==> src/hw/rtl/balance_state_feedback_controller_macros.svh <==
// Assertion macros shared by the balance controller RTL.
`ifndef BALANCE_STATE_FEEDBACK_CONTROLLER_MACROS_SVH
`define BALANCE_STATE_FEEDBACK_CONTROLLER_MACROS_SVH
`ifndef ASSERT_OFF
// Same-cycle implication, disabled while reset is asserted.
`define BSFC_ASSERT_IMP(label, clk, rst_n, ante, cons, msg) \
	label: assert property (@(posedge clk) disable iff (!rst_n) (ante) |-> (cons)) \
		else $error(msg);
// Next-cycle implication, disabled while reset is asserted.
`define BSFC_ASSERT_NXT(label, clk, rst_n, ante, cons, msg) \
	label: assert property (@(posedge clk) disable iff (!rst_n) (ante) |=> (cons)) \
		else $error(msg);
`else
`define BSFC_ASSERT_IMP(label, clk, rst_n, ante, cons, msg)
`define BSFC_ASSERT_NXT(label, clk, rst_n, ante, cons, msg)
`endif
`endif

==> src/hw/rtl/bsfc_speed_filter.sv <==
// First-order low-pass update of the filtered speed, rounded and saturated.
`default_nettype none
module bsfc_speed_filter (
	input  wire logic        [15:0] coef_b,
	input  wire logic signed [15:0] sample,
	input  wire logic signed [15:0] prev_sample,
	input  wire logic signed [15:0] filtered,
	output logic signed [15:0]      filtered_next
);
	logic signed [16:0] in_sum;
	logic signed [17:0] fb_coef;
	logic signed [33:0] prod_in;
	logic signed [33:0] prod_fb;
	logic signed [35:0] acc;
	logic        [35:0] mag;
	logic        [35:0] rnd;
	logic        [19:0] quo;
	logic        [19:0] quo_neg;

	assign in_sum  = 17'(sample) + 17'(prev_sample);
	assign fb_coef = $signed(18'h10000) - $signed({1'b0, coef_b, 1'b0});
	assign prod_in = $signed({1'b0, coef_b}) * in_sum;
	assign prod_fb = fb_coef * filtered;
	assign acc     = 36'(prod_in) + 36'(prod_fb);
	assign mag     = acc[35] ? 36'd0 - acc : acc;
	assign rnd     = mag + 36'h8000;
	assign quo     = rnd[35:16];
	assign quo_neg = 20'd0 - quo;

	// round half away from zero, then saturate to 16 bits
	always_comb begin
		if (!acc[35]) begin
			filtered_next = (quo > 20'd32767) ? 16'sh7fff : $signed(quo[15:0]);
		end else begin
			filtered_next = (quo > 20'd32768) ? 16'sh8000 : $signed(quo_neg[15:0]);
		end
	end
endmodule
`default_nettype wire

==> config.mk <==
export PLATFORM = sky130hd
export DESIGN_NAME = bsfc_speed_filter
export DESIGN_NICKNAME = d
export VERILOG_FILES = /design/src/hw/rtl/balance_state_feedback_controller_macros.svh /design/src/hw/rtl/bsfc_speed_filter.sv
export SDC_FILE = /design/constraint.sdc
export NUM_CORES = 2
export LEC_CHECK = 0
export ABC_CLOCK_PERIOD_IN_PS = 20400
export BUFFER_PORTS_ARGS = -buffer_cell sky130_fd_sc_hd__buf_2
export CAP_MARGIN = 20
export CORE_MARGIN = 5
export CORE_UTILIZATION = 67
export DETAILED_ROUTE_END_ITERATION = 10
export PLACE_DENSITY = 0.85
export SETUP_SLACK_MARGIN = 0.15
export SLEW_MARGIN = 20
export SYNTH_ARGS = -nofsm -noshare
export SYNTH_HDL_FRONTEND = slang
export SYNTH_SLANG_ARGS = --single-unit
export TNS_END_PERCENT = 5
==> constraint.sdc <==
create_clock -name vclk -period 20.4
set_input_delay 1.02 -clock vclk [all_inputs]
set_output_delay 1.02 -clock vclk [all_outputs]
set_load 0.03 [all_outputs]
* Word level (Yosys, flattened, before mapping)
Index checks and enable logic that the tools add are counted.
** Storage, ports and cells
- Bits in registers :: 0
- Input bits :: 64
- Output and inout bits :: 16
- Logic and storage cells :: 14
** Operators by class
- Add/sub/neg operators :: 6
- Multiply operators :: 2
- Order comparisons :: 2
- Muxes and demuxes :: 4
** Operators by type and width (number)
- $mux W16 :: 3
- $add A36 B16 Y36 const B :: 1
- $mux W36 :: 1
- $sub A1 B35 Y36 const A :: 1
- $add A34 B34 Y35 :: 1
- $mul A17 B17 Y34 :: 1
- $mul A18 B16 Y34 :: 1
- $gt A20 B15 Y1 const B :: 1
- $gt A20 B16 Y1 const B :: 1
- $sub A17 B17 Y18 const A :: 1
- $add A16 B16 Y17 :: 1
- $sub A1 B16 Y16 const A :: 1

* Logic depth before layout (Yosys ltp)
- Depth after elaboration :: 9
- Gate-level depth with buffers :: 61
- Mapped depth without buffers :: 53

* Worst setup path before layout
No wires, ideal clock.
- Kind :: input -> output
- Start :: in sample[0]
- End :: out filtered_next[12]
- Arrival :: 14.954 ns
- Required time :: 19.380 ns
- Slack :: 4.426 ns
- Stages :: 59
- Path buffers :: 8
- Cells stage by stage :: ha_1 -> inv_1 -> fa_1 -> nor2b_1 -> o21ai_0 -> a21boi_0 -> o21ai_0 -> a21boi_0 -> o21ai_0 -> a21boi_0 -> o21ai_0 -> nand2_1 -> a21oi_1 -> o21ai_0 -> a21o_1 -> a21o_1 -> a221oi_1 -> clkbuf_1 -> [23 not listed] -> buf_4 -> clkbuf_1 -> clkbuf_1 -> buf_1 -> nor2_1 -> xnor2_1 -> ha_1 -> xnor3_1 -> inv_1 -> ha_1 -> a21boi_0 -> o2111ai_1 -> a211oi_2 -> nand4_1 -> a211o_1 -> and2_4 -> buf_6 -> a211oi_1
** On the way
- Longest elaborated chain between the ends :: 9
- Elaborated cells on any way between the ends :: 12
- Classes of those cells :: add/sub (5); mul (1); order compare (2); mux (4)
** RTL lines
- from (decl) :: line bsfc_speed_filter.sv:5 : input wire logic signed [15:0] sample,
- $add A16 B16 Y17 (*) :: line bsfc_speed_filter.sv:20 : assign in_sum = 17'(sample) + 17'(prev_sample);
- $mul A17 B17 Y34 (*) :: line bsfc_speed_filter.sv:22 : assign prod_in = $signed({1'b0, coef_b}) * in_sum;
- $add A34 B34 Y35 (*) :: line bsfc_speed_filter.sv:24 : assign acc = 36'(prod_in) + 36'(prod_fb);
- $sub A1 B35 Y36 :: line bsfc_speed_filter.sv:25 : assign mag = acc[35] ? 36'd0 - acc : acc;
- $mux W36 :: line bsfc_speed_filter.sv:25
- $add A36 B16 Y36 :: line bsfc_speed_filter.sv:26 : assign rnd = mag + 36'h8000;
- $sub A1 B16 Y16 (tied with other cells) :: line bsfc_speed_filter.sv:28 : assign quo_neg = 20'd0 - quo;
- $mux W16 (on tied branches) :: line bsfc_speed_filter.sv:35, bsfc_speed_filter.sv:33
- $mux W16 (*) :: line bsfc_speed_filter.sv:32 : if (!acc[35]) begin
- to (decl) :: line bsfc_speed_filter.sv:8 : output logic signed [15:0] filtered_next
Mark *: on every way between the ends. The rest lies on a longest branch, timed or not.

* Worst setup path after layout
Ends and elaborated chain as after synthesis.

==> PnR_summary.wiki <==
{| class="wikitable"
! Metric !! Value
|-
| Cell type contributing the most total cell area after synthesis || sky130_fd_sc_hd__fa_1
|-
| Routed wire per std cell || around 19 microns
|-
| Largest net degree at the start of global routing || 44
|-
| Final setup fails || 0
|-
| Die Footprint || around 38000 sq um
|-
| Half-perimeter wire length of the detailed placement result || 48700 microns
|-
| WP depth || 55
|-
| Effective utilization at floorplan || between 60% and 70%
|-
| Overall Global Routing Usage || between 30% and 40%
|-
| Fill count || 2529
|-
| Min-delay worst type || input port to output port
|-
| RSZ-0062 raised after global routing || false
|-
| Most repeated cell in the gate-level netlist after synthesis || sky130_fd_sc_hd__inv_1
|-
| Remaining antenna violation count || 0
|-
| Leading post-synthesis cells by instance count || 568 x sky130_fd_sc_hd__inv_1, 554 x sky130_fd_sc_hd__fa_1, 299 x sky130_fd_sc_hd__nand2_1
|-
| GPL Wtd Cong || 0.926
|-
| Outcome || finished, final reports clean
|-
| Crit end category || output port
|-
| Post-synthesis net count || ~3400
|-
| Vias in the first global route || ~20000
|-
| Iteration-0 DRC Markers || ~1400
|-
| Number of unique standard cell types used by synthesis || 80
|-
| Worst setup path endpoint || filtered_next[12]
|-
| Area Overhead vs Synth || 3.33%
|-
| Required time reported for the critical path endpoint || approximately 19 ns
|-
| Filler-free cell count of the finished design || about 3000
|-
| Final layout net count || between 3000 and 4000
|-
| F_max || 61.1 MHz
|-
| Endpoints failing hold || 0
|-
| Mapped Avg Cell Area || between 8 and 9 sq um
|-
| Start point of the critical path || sample[0]
|-
| Die outline height || approximately 190 microns
|-
| Area used by multi-input combinational logic || approximately 20000 sq um
|-
| Ratio of cells with drive above 1 in the final layout || approximately 5.6%
|-
| Transition time at the pin with the least slew margin || approximately 1.1 ns
|-
| Worst setup path category || input port to output port
|-
| Width of the die || between 150 and 200 microns
|-
| Final critical-path setup slack || about 4 ns
|-
| Warnings from Yosys || 0
|-
| Max_slew headroom || 26.3%
|-
| DRC violation count after routing || 0
|-
| Clock buffer count || 0
|-
| Total number of vias || about 18000
|-
| Final cycle utilization of the critical path || between 80 and 90%
|-
| Post-cts repair resize count || 0
|-
| Sequential area share after synthesis || 0%
|-
| # Max-Cap Violations || 0
|-
| Number of post-CTS setup repair buffers || 0
|-
| Number of port buffers || 80
|-
| Total congestion overflow after global routing || 0
|-
| Summed negative setup slack over all endpoints || 0 ns
|-
| Crit Path Max Fanout || 43
|-
| Startpoint type of the worst setup path || input port
|-
| Synthesized cell area || around 23000 sq um
|-
| Row count || 67
|-
| Top post-synthesis cells by area || sky130_fd_sc_hd__fa_1 49%, sky130_fd_sc_hd__ha_1 10%, sky130_fd_sc_hd__inv_1 9.4%
|-
| Arrival time of the worst setup path || between 15 and 20 ns
|-
| Antenna cell count || 0
|-
| Cell occurring most often along the worst timing path || sky130_fd_sc_hd__fa_1
|-
| Count of pins on the block boundary || 80
|-
| Slowest Stage Delay on Critical Path || between 0.6 and 0.7 ns
|-
| Global-route wire length before repair || ~97000 microns
|-
| Final routed wirelength across all metal layers || ~57000 microns
|-
| DP Worst Slack || 3.80 ns
|-
| Final critical delay including setup and external delays || 16.37 ns
|-
| Initial antenna violation count || 1
|-
| First-pass iteration count of the detailed router || 6
|-
| Core region area || ~34000 sq um
|-
| Number of standard cells after synthesis || approximately 2600
|-
| Worst Min Path Start || coef_b[0]
|-
| Area taken by flip-flops and latches || 0 sq um
|-
| Worst path bufs/invs || 11
|-
| Via-per-instance ratio || slightly below 6
|-
| DP Cell Count || 3015
|-
| Max Slew Vio Count || 0
|-
| Synth top area share || between 40 and 50%
|-
| Crit-path leading delay family || adder cells
|-
| Total of hold buffers inserted after clock tree synthesis || 0
|-
| Final sequential cell count || 0
|-
| Slowest cell on crit path || sky130_fd_sc_hd__xor2_2
|}
[layout make-up]
cell class,instances,area share (%)
repair buffers,104,2.47
well taps,448,2.38
inverters,568,9.06
multi-input cells,1895,86.1
[metal layers]
metal	GRT usage (%)	vias to the layer above	part of all wire [%]
li1	-	7775	-
met1	39.6	8987	37
met2	54.0	796	50
met3	3.55	216	6.8
met4	14.3	2	5.9
met5	0	-	0.019
[layout by cell type (no fill, tap or decap), drive strengths merged, types with 7 or more instances in the layout]
cell,n
buf,104
and2,273
nand2b,34
fa,554
a211oi,23
nor2b,26
nor3,38
nand4,15
a31oi,7
xor2,17
a221oi,7
o21ai,48
a21oi,51
ha,186
and3,9
nor4,11
xnor2,57
a21o,17
or2,9
a21boi,7
nand2,299
inv,568
o21a,16
or3,11
nor2,75
nand3,19
[how the worst min path moves through the flow]
| stage | to | slack, ns | depth (start not counted) |
|---|---|---|---|
| after floorplan | filtered_next[6] | 2.89 | 9 |
| after global placement | filtered_next[6] | 3.64 | 12 |
| after detailed placement | filtered_next[6] | 3.64 | 12 |
| after CTS | filtered_next[6] | 3.66 | 12 |
| after global routing | filtered_next[6] | 3.82 | 12 |
| final | filtered_next[6] | 3.67 | 12 |
[cells by family after synthesis]
| group | share of synthesized area, % |
|---|---|
| simple gates | 18.7 |
| xor+xnor | 3.28 |
| compound gates | 7.39 |
| fa+ha+maj | 58.9 |
| mux | 0.313 |
| buf+inv | 11.3 |
[metrics by stage]
step           hold WS [ns]  cell area (sq um)  utilization, %
2_1_floorplan          2.89              22800               -
3_3_place_gp           3.64              23500            70.0
3_5_place_dp           3.64              23500            70.1
4_1_cts                3.66              23500            70.1
5_1_grt                3.82              23500            70.2
6_report               3.67              23500            70.2
Power is left out: the tool's default activity adds up to more than one toggle a clock period on the data nets, which glitch-free logic cannot reach.
